<file path="src/hw/rtl/hash_keyed_table_triangular_probe_macros.svh">
// Assertion macros shared by the hash table RTL modules.
`ifndef HASH_KEYED_TABLE_TRIANGULAR_PROBE_MACROS_SVH
`define HASH_KEYED_TABLE_TRIANGULAR_PROBE_MACROS_SVH

// Check a consequence in the same cycle; uses the module's clock and reset.
`define HKTP_ASSERT_NOW(label, ante, cons, msg) \
   label: assert property (@(posedge clock) disable iff (reset) (ante) |-> (cons)) \
      else $error(msg);

// Check a consequence in the next cycle.
`define HKTP_ASSERT_NEXT(label, ante, cons, msg) \
   label: assert property (@(posedge clock) disable iff (reset) (ante) |=> (cons)) \
      else $error(msg);

`endif

</file>
<file path="src/hw/rtl/hktp_pkg.sv">
// Shared types, codes and constants of the triangular-probe hash table.
package hktp_pkg;

   localparam int SLOTS_DEFAULT = 128;
   localparam int KEY_W         = 32;
   localparam int DATA_W        = 32;
   localparam int STATUS_W      = 3;
   localparam int SLOT_W        = 7;

   localparam logic OP_LOOKUP = 1'b0;
   localparam logic OP_ADD    = 1'b1;

   localparam logic [STATUS_W-1:0] ST_FOUND     = 3'd0;
   localparam logic [STATUS_W-1:0] ST_INSERTED  = 3'd1;
   localparam logic [STATUS_W-1:0] ST_PRESENT   = 3'd2;
   localparam logic [STATUS_W-1:0] ST_NOT_FOUND = 3'd3;
   localparam logic [STATUS_W-1:0] ST_FULL      = 3'd4;
   localparam logic [STATUS_W-1:0] ST_INVALID   = 3'd5;

   typedef struct packed {
      logic              operation;
      logic [KEY_W-1:0]  key_hash;
      logic [DATA_W-1:0] entry_data;
   } req_type;

   typedef struct packed {
      logic [STATUS_W-1:0] status;
      logic [DATA_W-1:0]   data_out;
      logic [SLOT_W-1:0]   slot_index;
   } rsp_type;

   // Controller to datapath.
   typedef struct packed {
      logic clear_en;
      logic load;
      logic hash_step;
      logic bucket_load;
      logic bucket_adv;
      logic finish;
   } cmd_type;

   // Datapath to controller.
   typedef struct packed {
      logic clear_done;
      logic hash_done;
      logic key_zero;
      logic hit;
      logic empty;
      logic last_step;
      logic out_free;
   } stat_type;

endpackage

</file>
<file path="src/hw/rtl/hktp_ctrl.sv">
// Controller state machine: clearing pass, hashing, probe loop and result handoff.
`include "hash_keyed_table_triangular_probe_macros.svh"

module hktp_ctrl import hktp_pkg::*; (
   input  logic     clock,
   input  logic     reset,
   input  logic     req_valid,
   output logic     req_ready,
   input  stat_type stat,
   output cmd_type  cmd
);

   typedef enum logic [4:0] {
      S_CLEAR = 5'b00001,
      S_IDLE  = 5'b00010,
      S_HASH  = 5'b00100,
      S_READ  = 5'b01000,
      S_CHECK = 5'b10000
   } state_type;

   state_type state_ff, state_in;

   always_ff @(posedge clock) begin
      if (reset) begin
         state_ff <= S_CLEAR;
      end else begin
         state_ff <= state_in;
      end
   end

   always_comb begin
      state_in  = state_ff;
      cmd       = '0;
      req_ready = 1'b0;
      case (state_ff)
         S_CLEAR: begin
            cmd.clear_en = 1'b1;
            if (stat.clear_done) begin
               state_in = S_IDLE;
            end
         end
         S_IDLE: begin
            req_ready = 1'b1;
            if (req_valid) begin
               cmd.load = 1'b1;
               state_in = S_HASH;
            end
         end
         S_HASH: begin
            if (stat.key_zero) begin
               // zero key: report once the output word is free, no probe
               if (stat.out_free) begin
                  cmd.finish = 1'b1;
                  state_in   = S_IDLE;
               end
            end else begin
               cmd.hash_step = 1'b1;
               if (stat.hash_done) begin
                  cmd.bucket_load = 1'b1;
                  state_in        = S_READ;
               end
            end
         end
         S_READ: begin
            state_in = S_CHECK;
         end
         S_CHECK: begin
            if (stat.hit || stat.empty || stat.last_step) begin
               // hold here until the output word is free
               if (stat.out_free) begin
                  cmd.finish = 1'b1;
                  state_in   = S_IDLE;
               end
            end else begin
               cmd.bucket_adv = 1'b1;
               state_in       = S_READ;
            end
         end
         default: begin
            state_in = S_CLEAR;
         end
      endcase
   end

   `HKTP_ASSERT_NEXT(a_accept_hash, req_valid && req_ready, state_ff == S_HASH, "accept must start hashing")
   `HKTP_ASSERT_NOW(a_finish_free, cmd.finish, stat.out_free, "result finished into a busy output word")
   `HKTP_ASSERT_NOW(a_adv_in_range, cmd.bucket_adv, !stat.last_step, "probe advanced past the last step")

endmodule

</file>
<file path="config.mk">
export PLATFORM = sky130hd
export DESIGN_NAME = hktp_ctrl
export DESIGN_NICKNAME = d
export VERILOG_FILES = /design/src/hw/rtl/hktp_pkg.sv /design/src/hw/rtl/hktp_ctrl.sv
export VERILOG_INCLUDE_DIRS = /design/src /design/src/hw/rtl
export SDC_FILE = /design/constraint.sdc
export NUM_CORES = 1
export LEC_CHECK = 0
export BUFFER_PORTS_ARGS = -buffer_cell sky130_fd_sc_hd__buf_4
export CAP_MARGIN = 0
export CORE_AREA = 2 2 39 41
export CTS_CLUSTER_SIZE = 20
export DETAILED_ROUTE_END_ITERATION = 8
export DIE_AREA = 0 0 41 43
export SLEW_MARGIN = 30
export SYNTH_ARGS = -nofsm -noshare
export SYNTH_HDL_FRONTEND = slang
export SYNTH_SLANG_ARGS = --single-unit
</file>
<file path="constraint.sdc">
create_clock -name clock -period 2.6 [get_ports clock]
set_input_delay 0.13 -clock clock [delete_from_list [all_inputs] [get_ports clock]]
set_output_delay 0.13 -clock clock [all_outputs]
set_load 0.005 [all_outputs]
</file>
Yosys cells after proc, flatten, opt, wreduce, memory -nomap -nowiden
Cells that the tools add are included.
- equal/unequal tests: 8
- multiplexer cells: 20
- reduce and logical (&&, ||, !) cells: 3
- operator list (cell ; number):
    $mux 5 ; 6
    $pmux 5 s5 ; 1
    $mux 1 ; 10
    $eq 5x1->1 const B ; 1
    $eq 5x2->1 const B ; 1
    $eq 5x3->1 const B ; 1
    $eq 5x4->1 const B ; 1
    $eq 5x5->1 const B ; 1
    $mux 2 ; 2
    $ne 2x2->1 const B ; 2
    $ne 3x3->1 const B ; 1
    $reduce_and 3->1 ; 1
    $logic_or 1x1->1 ; 2
    $pmux 1 s2 ; 1
- flip-flop bits (word level): 5
- input port bits: 10
- output and inout port bits: 7

Longest topological paths before layout
Gate-level depths: netlist of the first run.
- depth in word-level cells: 4
- gate-level depth with buffers: 6
- depth with buffers taken out: 6

Worst setup path before layout of the first run
OpenSTA, ideal clock, no wires.
- kind: flip-flop to flip-flop
- start point: register state_ff[3]
- end point: register state_ff[1]
- setup time: 0.103 ns
- arrival: 1.767 ns
- slack: 0.730 ns
- stages on the path, launching flop included: 7
- clock period less this slack: 1.870 ns
- path through: dfxtp_1 -> or3b_1 -> or4_4 -> clkinv_2 -> a221o_4 -> nor3_1 -> a2111oi_2
- longest elaborated chain between the ends: 3
- ends and longest elaborated chain (item ; RTL line ; source):
    start, declared ; hktp_ctrl.sv:21 ; state_type state_ff, state_in;
    start signal, assigned ; hktp_ctrl.sv:27 ; state_ff <= state_in;
    $eq 5x3->1 (tied with other cells) ; hktp_ctrl.sv:35 ; case (state_ff)
    $ne 3x3->1 (no source line) or $ne 2x2->1 (tied branches) ; - ;
    $reduce_and 3->1 (no source line) ; - ;
Several ways; a longest one is shown, not always the timed one.
A chain may end at the register's enable or synchronous reset.

==> results of run 1 <==
==> synth_stat cells <==
master / count
a31oi_1: 2
nand4_1: 1
nand3_1: 1
dfxtp_1: 5
or3_1: 1
clkinv_2: 1
clkbuf_1: 1
xnor2_1: 1
a211oi_1: 2
or3b_1: 1
nor4_1: 1
or4b_1: 1
o21ai_0: 3
a2111oi_2: 1
a221o_4: 1
nor3b_2: 1
o32ai_1: 1
and2_1: 1
nor3_1: 7
inv_1: 6
or4_4: 1
o21a_1: 1
nor2_1: 2
a221oi_1: 1
==> layer usage <==
layer | vias to the layer above | wire [microns]
met5 | - | 0
met1 | 183 | 412
met2 | 16 | 452
met3 | 0 | 61
li1 | 208 | -
met4 | 0 | 0
==> worst min path at each step <==
stage          start                       end
6_report       reset  state_ff[1]$_SDFFE_PP0P_
5_1_grt        reset  state_ff[1]$_SDFFE_PP0P_
4_1_cts        reset  state_ff[1]$_SDFFE_PP0P_
3_5_place_dp   reset  state_ff[1]$_SDFFE_PP0P_
3_3_place_gp   reset  state_ff[1]$_SDFFE_PP0P_
2_1_floorplan  reset  state_ff[1]$_SDFFE_PP0P_
==> power breakdown <==
part           total, mW  internal (mW)  switching (mW)
logic              0.184         0.0932          0.0904
clock network     0.0850         0.0577          0.0272
registers          0.112         0.0926          0.0197
total              0.381          0.244           0.137
==> critical path, delay by kind of cell, from the launching register on <==
kind            cells  cell delay, ns
compound gates      1            0.26
buf+inv             1            0.15
flops               1            0.39
simple gates        2            0.94
==> final cells by class <==
type	count	share of cell area (%)
repair buffers	16	23.02
flip-flops and latches	5	19.18
clock buffers	4	5.036
well taps	16	3.837
inverters	7	5.276
multi-input cells	31	43.65
==> cell usage in the layout, fill, tap and decap left out, types with 2 or more instances in the layout <==
| cell type | Yosys | routed |
|---|---|---|
| nor2_1 | 2 | 2 |
| inv_1 | 6 | 6 |
| buf_4 | 0 | 16 |
| o21ai_0 | 3 | 3 |
| a211oi_1 | 2 | 2 |
| a31oi_1 | 2 | 2 |
| nor3_1 | 7 | 7 |
| clkbuf_4 | 0 | 3 |
| dfxtp_1 | 5 | 5 |
==> through the flow <==
stage | power [mW] | area, sq um | utilization (%) | hold slack, ns | cells
global placement | 0.2983 | 495.5 | 35.80 | 0.3399 | 75
CTS | 0.3876 | 521.8 | 37.70 | 0.08840 | 79
global route | 0.4115 | 521.8 | 37.70 | 0.08545 | 79
floorplan | 0.2363 | 359.1 | - | 0.1989 | 44
detailed placement | 0.2968 | 495.5 | 35.80 | 0.3431 | 75
finish | 0.3809 | 521.8 | 37.70 | 0.09883 | 79
==> cells by family (layout without fill, tap and decap cells) <==
logic type	after synthesis	after routing
compound gates	12	12
xor+xnor	1	1
buf+inv	8	27
flops	5	5
simple gates	18	18
==> summary.md, run 1 <==
| Metric | Value |
|---|---|
| Clock period minus worst slack | `2.098 ns` |
| R2R depth | `5` |
| CTS Root Cell | `clkbuf_4` |
| Sequential share of the synthesized area | `around 28%` |
| Gate Count Post-Synth | `44` |
| Cts bufs inserted | `3` |
| Post-CTS sizing | `0` |
| RR Endpoint | `state_ff[1]$_SDFFE_PP0P_` |
| Die X | `slightly above 40 microns` |
| Yosys reg bits | `5` |
| PD cells | `roughly 730 mW/mm^2` |
| Post-synthesis mux area share | `0%` |
| Dominant cell type by area after synthesis | `dfxtp_1` |
| Met2 Use GR | `between 10% and 20%` |
| Die H | `between 40 and 50 microns` |
| Hold Buf Count CTS | `0` |
| Fin crit share | `about 80%` |
| Final #Nets | `74` |
| # H-tree levels | `1` |
| Initial antenna violation count | `0` |
| CTS sink count | `5` |
| CTS tree | `built` |
| WL final | `slightly above 900 microns` |
| CP Launch Point | `state_ff[2]$_SDFFE_PP0P_` |
| Fmax | `476.7 MHz` |
| Top flop regs | `state_ff x5` |
| Fillers | `between 100 and 150` |
| Worst-skew pair later-pin latency | `around 0.23 ns` |
| First-pass GRT wire length | `around 1300 microns` |
| WP data required | `~2.5 ns` |
| Gr busiest metal | `met2` |
| Setup repair bufs after CTS | `0` |
| Worst-Margin Slew | `between 0.3 and 0.4 ns` |
| Via count | `between 400 and 500` |
| Synth Area in Compound Gates | `28.92%` |
| CP arrival | `around 2 ns` |
| Netlist Area Pre-Place | `~360 sq um` |
| Global-route usage over all layers | `11.06%` |
| Largest net degree at the start of global routing | `10` |
| Netlist cell types | `24` |
| IO Pins | `17` |
| Routing usage on met1 | `12.90%` |
| Wire per inst | `11.72 microns` |
| Site row count | `14` |
| Initial Utilization | `about a quarter` |
| Initial DRC count | `9` |
| Max-slew headroom | `about three quarters` |
| Multi-input gate area | `roughly 230 sq um` |
| Fraction of layout cells with a size suffix above 1 | `approximately two fifths` |
| DIE AREA | `roughly 0.0018 sq mm` |
| Unrepaired setup endpoints after global routing | `no` |
| Simple-gate share of the synthesized area | `32.06%` |
| Slowest cell on crit path | `or4b_1` |
| Synthesis Warnings | `0` |
| Critical Path End | `cmd[0]` |
| Layout area overhead | `45.30%` |
| Final setup vio count | `0` |
| VDD IR max | `a little over 300 uV` |
| Hold Vio Cnt, Final | `0` |
| Drt pass-1 iters | `4` |
| Status | `finished clean` |
| Adder-cell share of the synthesized area | `0%` |
| Critical path's largest stage delay | `~0.54 ns` |
| Crit Path Max Fanout | `6` |
| Synth area leaders | `dfxtp_1 28%, nor3_1 9.8%, inv_1 6.3%, a221o_4 5.9%, o21ai_0 4.2%` |
| Mapped Nets | `54` |
| Max FFs per register | `5` |
| Flop2flop setup slack | `just over 0.6 ns` |
| Share of the synthesized area in the top cell type | `about 28%` |
| Worst hold path depth | `2` |
| Antenna Violating Nets Remaining | `0` |
| Final setup TNS | `0 ns` |
| Reg with most FFs | `state_ff` |
| Setup ws final | `~0.5 ns` |
| I/O Buffers | `16` |
| Pleak | `roughly 0.23 nW` |
| Met3 Resource Use GR | `6.283%` |
| Grt total ovfl | `0` |
| Number of global-route vias before repair | `roughly 330` |
| Class of the most critical setup path | `flip-flop to primary output` |
| Drt drc | `0` |
| Diodes inserted | `0` |
| Post-DR vias/cell | `approximately 5.2` |
| Total of max-cap violations | `0` |
| Post-Place Setup Slack | `0.6237 ns` |
| Clk slew on worst S/H paths | `around 0.040 ns` |
| Worst r2r src | `state_ff[2]$_SDFFE_PP0P_` |
| Xor/xnor share of the synthesized area | `under 10%` |
| Worst hold path class | `primary input to flip-flop` |
| Maximum clock path buffer count | `2` |
| Syn avg cell area | `around 8.2 sq um` |
| HPWL Detailed | `between 700 and 800 microns` |
| GPL Wtd Cong | `about 0.85` |
| Largest family of logic cells by synthesized area | `simple AND/OR/NAND/NOR gates` |
| Register area | `100.1 sq um` |
| CORE AREA | `~0.0014 sq mm` |
| CP cell instances | `or3b_1, or4b_1, a211oi_1, buf_4` |
| Pins over their slew limit | `0` |
| Worst Skew | `approximately 0.0011 ns` |
| CP startpoint kind | `flip-flop` |
| Worst Setup End Kind | `primary output` |
Power figures use the tool's default switching activity.
==> inputs of run 2 (changes only) <==
clock period = 2 ns   (was 2.6 ns; I/O delays follow)
==> summary.md, run 2 (synthesized netlist as in run 1, its figures left out) <==
| Metric | Value |
|---|---|
| Post-Layout Cell Count | `85` |
| Total of max-cap violations | `0` |
| Most common cell after layout, fill and taps aside | `buf_4` |
| Power consumption | `567.8 uW` |
| WP data required | `1.90 ns` |
| Grt total ovfl | `0` |
| Cts bufs inserted | `3` |
| CTS sink count | `5` |
| HPWL Detailed | `around 910 microns` |
| Fmax | `a little over 500 MHz` |
| GPL Wtd Cong | `approximately 0.87` |
| Sw Ratio | `a little under two fifths` |
| Reg with most FFs | `state_ff` |
| WL final | `1138 microns` |
| Clock share of power | `22.1%` |
| PD cells | `~980 mW/mm^2` |
| Number of global-route vias before repair | `445` |
| CTS tree | `built` |
| Class of the most critical setup path | `flip-flop to primary output` |
| Net Sw Power | `around 210 uW` |
| Die X | `about 40 microns` |
| Fin crit share | `between 90% and 100%` |
| Site row count | `14` |
| Post-DR vias/cell | `between 5 and 6` |
| Critical path's largest stage delay | `around 0.54 ns` |
| Drt drc | `0` |
| Fillers | `about 150` |
| I/O Buffers | `16` |
| Worst hold path class | `primary input to flip-flop` |
| Register area | `100.1 sq um` |
| First-pass GRT wire length | `about 1800 microns` |
| Top flop regs | `state_ff x5` |
| CP cell instances | `or3b_4, or4b_4, a211oi_2, buf_4` |
| Internal cell power | `approximately 360 uW` |
| Worst-Margin Slew | `0.3258 ns` |
| Max-slew headroom | `between 70% and 80%` |
| Final hold slack | `0.05110 ns` |
| Pleak | `roughly 0.27 nW` |
| Maximum clock path buffer count | `2` |
| Drt pass-1 iters | `4` |
| Most frequent cells in the layout | `22 x buf_4, 7 x nor3_1, 6 x inv_1` |
| Placed insts | `81` |
| # H-tree levels | `1` |
| Fraction of layout cells with a size suffix above 1 | `a little under half` |
| Setup repair bufs after CTS | `0` |
| Final #Nets | `80` |
| Layout area overhead | `60.98%` |
| Clock period minus worst slack | `a little under 2 ns` |
| Die H | `roughly 43 microns` |
| VDD IR max | `approximately 320 uV` |
| CORE AREA | `between 0.001 and 0.0015 sq mm` |
| Hold Vio Cnt, Final | `0` |
| Slowest cell on crit path | `or4b_4` |
| Initial DRC count | `6` |
| Status | `finished clean` |
| Final setup TNS | `0 ns` |
| Largest net degree at the start of global routing | `10` |
| Pins over their slew limit | `0` |
| DIE AREA | `approximately 0.0018 sq mm` |
| CTS Root Cell | `clkbuf_4` |
| Register share of total power | `25.0%` |
| Antenna Violating Nets Remaining | `0` |
| Via count | `430` |
| Worst-skew pair later-pin latency | `roughly 0.25 ns` |
| Wire per inst | `roughly 13 microns` |
| Comb power frac | `approximately 53%` |
| Initial Utilization | `25.95%` |
| IO Pins | `17` |
| Diodes inserted | `0` |
| Worst Setup End Kind | `primary output` |
| Global-route usage over all layers | `15.39%` |
| Final setup vio count | `0` |
| CP startpoint kind | `flip-flop` |
| Crit Path Max Fanout | `3` |
| Multi-input gate area | `around 240 sq um` |
| Initial antenna violation count | `0` |
| Worst Skew | `between 0.006 and 0.007 ns` |
| Max FFs per register | `5` |
| CP arrival | `around 1.8 ns` |
| Clk slew on worst S/H paths | `~0.05 ns` |
[run 2: cell types whose count changed in the layout (fill, tap and decap cells not counted), sizes merged]
cell	previous run	this run
buf	16	22
[run 2: layer usage]
metal	GRT usage (%)	part of all wire, %
met3	1.571	3.3
met1	18.12	44
met4	10.67	1.3
met2	24.38	51
met5	0	0
[run 2: what timing repair did]
action,in CTS,in global routing
endpoints found under the setup margin,1,2
hold buffers,0,0
endpoints found under the hold margin,0,0
pin swaps,0,1
resized for setup,1,3
[run 2: final timing paths]
kind / start / end / slack (ns) / cells past startpoint
worst min-delay path: reset / state_ff[1]$_SDFFE_PP0P_ / 0.05 / 2
worst max register to register: state_ff[3]$_SDFFE_PP0P_ / state_ff[1]$_SDFFE_PP0P_ / 0.10 / 5
worst max-delay path: state_ff[3]$_SDFFE_PP0P_ / cmd[0] / 0.06 / 4
worst min register to register: state_ff[3]$_SDFFE_PP0P_ / state_ff[4]$_SDFFE_PP0P_ / 0.65 / 3
[run 2: worst max-delay path: cells and delay by family (launching register included)]
kind / cells / cell delay [ns]
AO/OA/AOI/OAI: 1 / 0.20
buffers and inverters: 1 / 0.14
flip-flops: 1 / 0.30
AND/OR/NAND/NOR: 2 / 0.94
[run 2: final cells by class]
class,instances,share of cell area (%)
well taps,16,3.463
inverters,7,4.762
repair buffers,22,28.57
clock buffers,4,4.545
flip-flops and latches,5,17.32
multi-input cells,31,41.34
[run 2: per-stage QoR]
step,worst slack (ns),area [sq um],utilization (%)
after detailed placement,0.1068,540.5,39.06
after CTS,0.009687,571.8,41.32
after global routing,-0.001319,578.1,41.77
after global placement,0.1784,540.5,39.06
after floorplan,0.1297,359.1,-
final,0.06102,578.1,41.77
[run 2: power groups by stage]
stage / Combinational (mW) / Sequential (mW) / Clock (mW)
2_1_floorplan: 0.167 / 0.140 / 0
3_3_place_gp: 0.295 / 0.142 / 0
3_5_place_dp: 0.299 / 0.141 / 0
4_1_cts: 0.301 / 0.139 / 0.128
5_1_grt: 0.332 / 0.144 / 0.135
6_report: 0.300 / 0.142 / 0.126
==> inputs of run 3 (changes only) <==
--- a/config.mk
+++ b/config.mk
@@ -14,2 +14,3 @@
 export DIE_AREA = 0 0 41 43
+export PLACE_DENSITY = 0.55
 export SLEW_MARGIN = 30
==> constraint.sdc (replaced) <==
create_clock -name clock -period 2 [get_ports clock]
set_input_delay 0.4 -clock clock [delete_from_list [all_inputs] [get_ports clock]]
set_output_delay 0.4 -clock clock [all_outputs]
set_load 0.005 [all_outputs]
==> summary.md, run 3 (synthesized netlist as in run 1, its figures left out) <==
| Metric | Value |
|---|---|
| Sw Ratio | `36.23%` |
| IO Pins | `17` |
| Clk slew on worst S/H paths | `roughly 0.040 ns` |
| Worst Skew | `about 0.00023 ns` |
| Setup repair bufs after CTS | `0` |
| Maximum clock path buffer count | `2` |
| Post-Place Setup Slack | `-0.009227 ns` |
| Drt drc | `0` |
| Register share of total power | `between 20% and 30%` |
| Met3 Resource Use GR | `1.571%` |
| First-pass GRT wire length | `1745 microns` |
| Worst hold path depth | `2` |
| Internal cell power | `356.0 uW` |
| Class of the most critical setup path | `flip-flop to primary output` |
| Die H | `around 43 microns` |
| Largest net degree at the start of global routing | `10` |
| CORE AREA | `0.001384 sq mm` |
| # H-tree levels | `1` |
| Die X | `between 40 and 50 microns` |
| VDD IR max | `~280 uV` |
| I/O Buffers | `16` |
| Hold Vio Cnt, Final | `0` |
| Net Sw Power | `202.3 uW` |
| Initial antenna violation count | `0` |
| Top flop regs | `state_ff x5` |
| Setup ws final | `-0.1879 ns` |
| Post-DR vias/cell | `5.092` |
| DIE AREA | `roughly 0.0018 sq mm` |
| Unrepaired setup endpoints after global routing | `yes` |
| GPL Wtd Cong | `just over 0.8` |
| Placed Area | `555.5 sq um` |
| Antenna Violating Nets Remaining | `0` |
| Most frequent cells in the layout | `24 x buf_4, 7 x nor3_1, 6 x inv_1` |
| Worst Setup End Kind | `primary output` |
| Hold Buf Count CTS | `0` |
| Total of max-cap violations | `0` |
| CTS tree | `built` |
| Initial DRC count | `1` |
| Crit. path cell count | `4` |
| Routing usage on met1 | `between 15 and 20%` |
| Global-route usage over all layers | `about 15%` |
| Clock period minus worst slack | `between 2 and 2.5 ns` |
| Crit Path Max Fanout | `2` |
| Pins over their slew limit | `0` |
| CTS sink count | `5` |
| HPWL Detailed | `a little under 900 microns` |
| Worst-skew pair later-pin latency | `around 0.25 ns` |
| Critical path's largest stage delay | `around 0.53 ns` |
| Cts bufs inserted | `3` |
| Worst hold path class | `primary input to flip-flop` |
| Site row count | `14` |
| Status | `complete, but fails checks` |
| Comb power frac | `between 50% and 60%` |
| Max FFs per register | `5` |
| CP startpoint kind | `flip-flop` |
| Pleak | `0.2758 nW` |
| Cell area after layout | `596.8 sq um` |
| Grt total ovfl | `0` |
| Layout area overhead | `66.20%` |
| Final #Nets | `82` |
| Reg with most FFs | `state_ff` |
| CP cell instances | `or3b_4, or4b_4, a211oi_2, buf_4` |
| Via count | `around 440` |
| WL final | `between 1000 and 1500 microns` |
| Initial Utilization | `25.95%` |
| Most common cell after layout, fill and taps aside | `buf_4` |
| Worst-Margin Slew | `approximately 0.34 ns` |
| Number of global-route vias before repair | `436` |
| WP buf/inv | `1` |
| Clock share of power | `between 20% and 30%` |
| Power consumption | `roughly 560 uW` |
| Failing checks | `setup timing` |
| Final setup TNS | `-0.5664 ns` |
| Wire per inst | `12.09 microns` |
| Gr busiest metal | `met2` |
| Diodes inserted | `0` |
| Fin util | `43.13%` |
| CP arrival | `about 1.8 ns` |
| CTS Root Cell | `clkbuf_4` |
| Final setup vio count | `4` |
| Fraction of layout cells with a size suffix above 1 | `approximately 52%` |
| Crit path max-delay family | `simple AND/OR/NAND/NOR gates` |
| Drt pass-1 iters | `2` |
| PD cells | `slightly above 900 mW/mm^2` |
| Slowest cell on crit path | `or4b_4` |
| WP data required | `1.60 ns` |
| Fmax | `around 460 MHz` |
| Fin crit share | `109.4%` |
| Met2 Use GR | `between 20 and 25%` |
| Max-slew headroom | `77.38%` |
| R2R depth | `7` |
## run 3: cell count changes in the layout (fill, tap and decap cells not counted)
cell and delta:
dfxtp_2 +1, buf_4 +2, o21ai_1 -1, o21ai_0 +1, dfxtp_1 -1, nor2_2 +1
nor2_1 -1
## run 3: cell type report
type / count / area (sq um)
Clock buffer: 4 / 26.28
Fill cell: 152 / 787.0
Inverter: 7 / 27.53
Multi-Input combinational cell: 31 / 241.5
Sequential cell: 5 / 101.3
Tap cell: 16 / 20.02
Timing Repair Buffer: 24 / 180.2
## run 3: path summary, 6_finish.rpt
path | slack, ns | from | endpoint
max | -0.19 | state_ff[0]$_SDFFE_PP1P_ | cmd[0]
min | 0.36 | reset | state_ff[3]$_SDFFE_PP0P_
max reg2reg | 0.16 | state_ff[0]$_SDFFE_PP1P_ | state_ff[1]$_SDFFE_PP0P_
min reg2reg | 0.66 | state_ff[3]$_SDFFE_PP0P_ | state_ff[4]$_SDFFE_PP0P_
## run 3: through the flow
step,hold slack [ns],instances
3_5_place_dp,0.6133,83
5_1_grt,0.3732,87
4_1_cts,0.3520,87
6_report,0.3610,87
3_3_place_gp,0.6110,83
2_1_floorplan,0.4689,44
## run 3: worst register-to-register path: stages (launching register included)
cell,delay [ns]
dfxtp_1,0.30
or3b_4,0.39
buf_4,0.14
or4_4,0.44
clkinv_2,0.08
a221o_4,0.14
nor3_1,0.05
a2111oi_2,0.19
## run 3: what timing repair did
| item | in CTS | in global routing |
|---|---|---|
| pin swaps | 2 | 1 |
| endpoints found under the setup margin | 4 | 5 |
| resized for setup | 2 | 3 |
## run 3: metal layers
| metal | wire (microns) | part of all wire (%) | up-vias |
|---|---|---|---|
| li1 | - | - | 224 |
| met1 | 486 | 46 | 203 |
| met2 | 503 | 48 | 14 |
| met3 | 43 | 4.1 | 2 |
| met4 | 19 | 1.8 | 0 |
| met5 | 0 | 0 | - |
## run 3: power by group through the flow
stage	clock [mW]	sequential [mW]	combinational, mW
floorplan	0	0.140	0.167
global placement	0	0.142	0.299
detailed placement	0	0.142	0.300
CTS	0.124	0.140	0.300
global route	0.126	0.143	0.326
finish	0.121	0.140	0.297
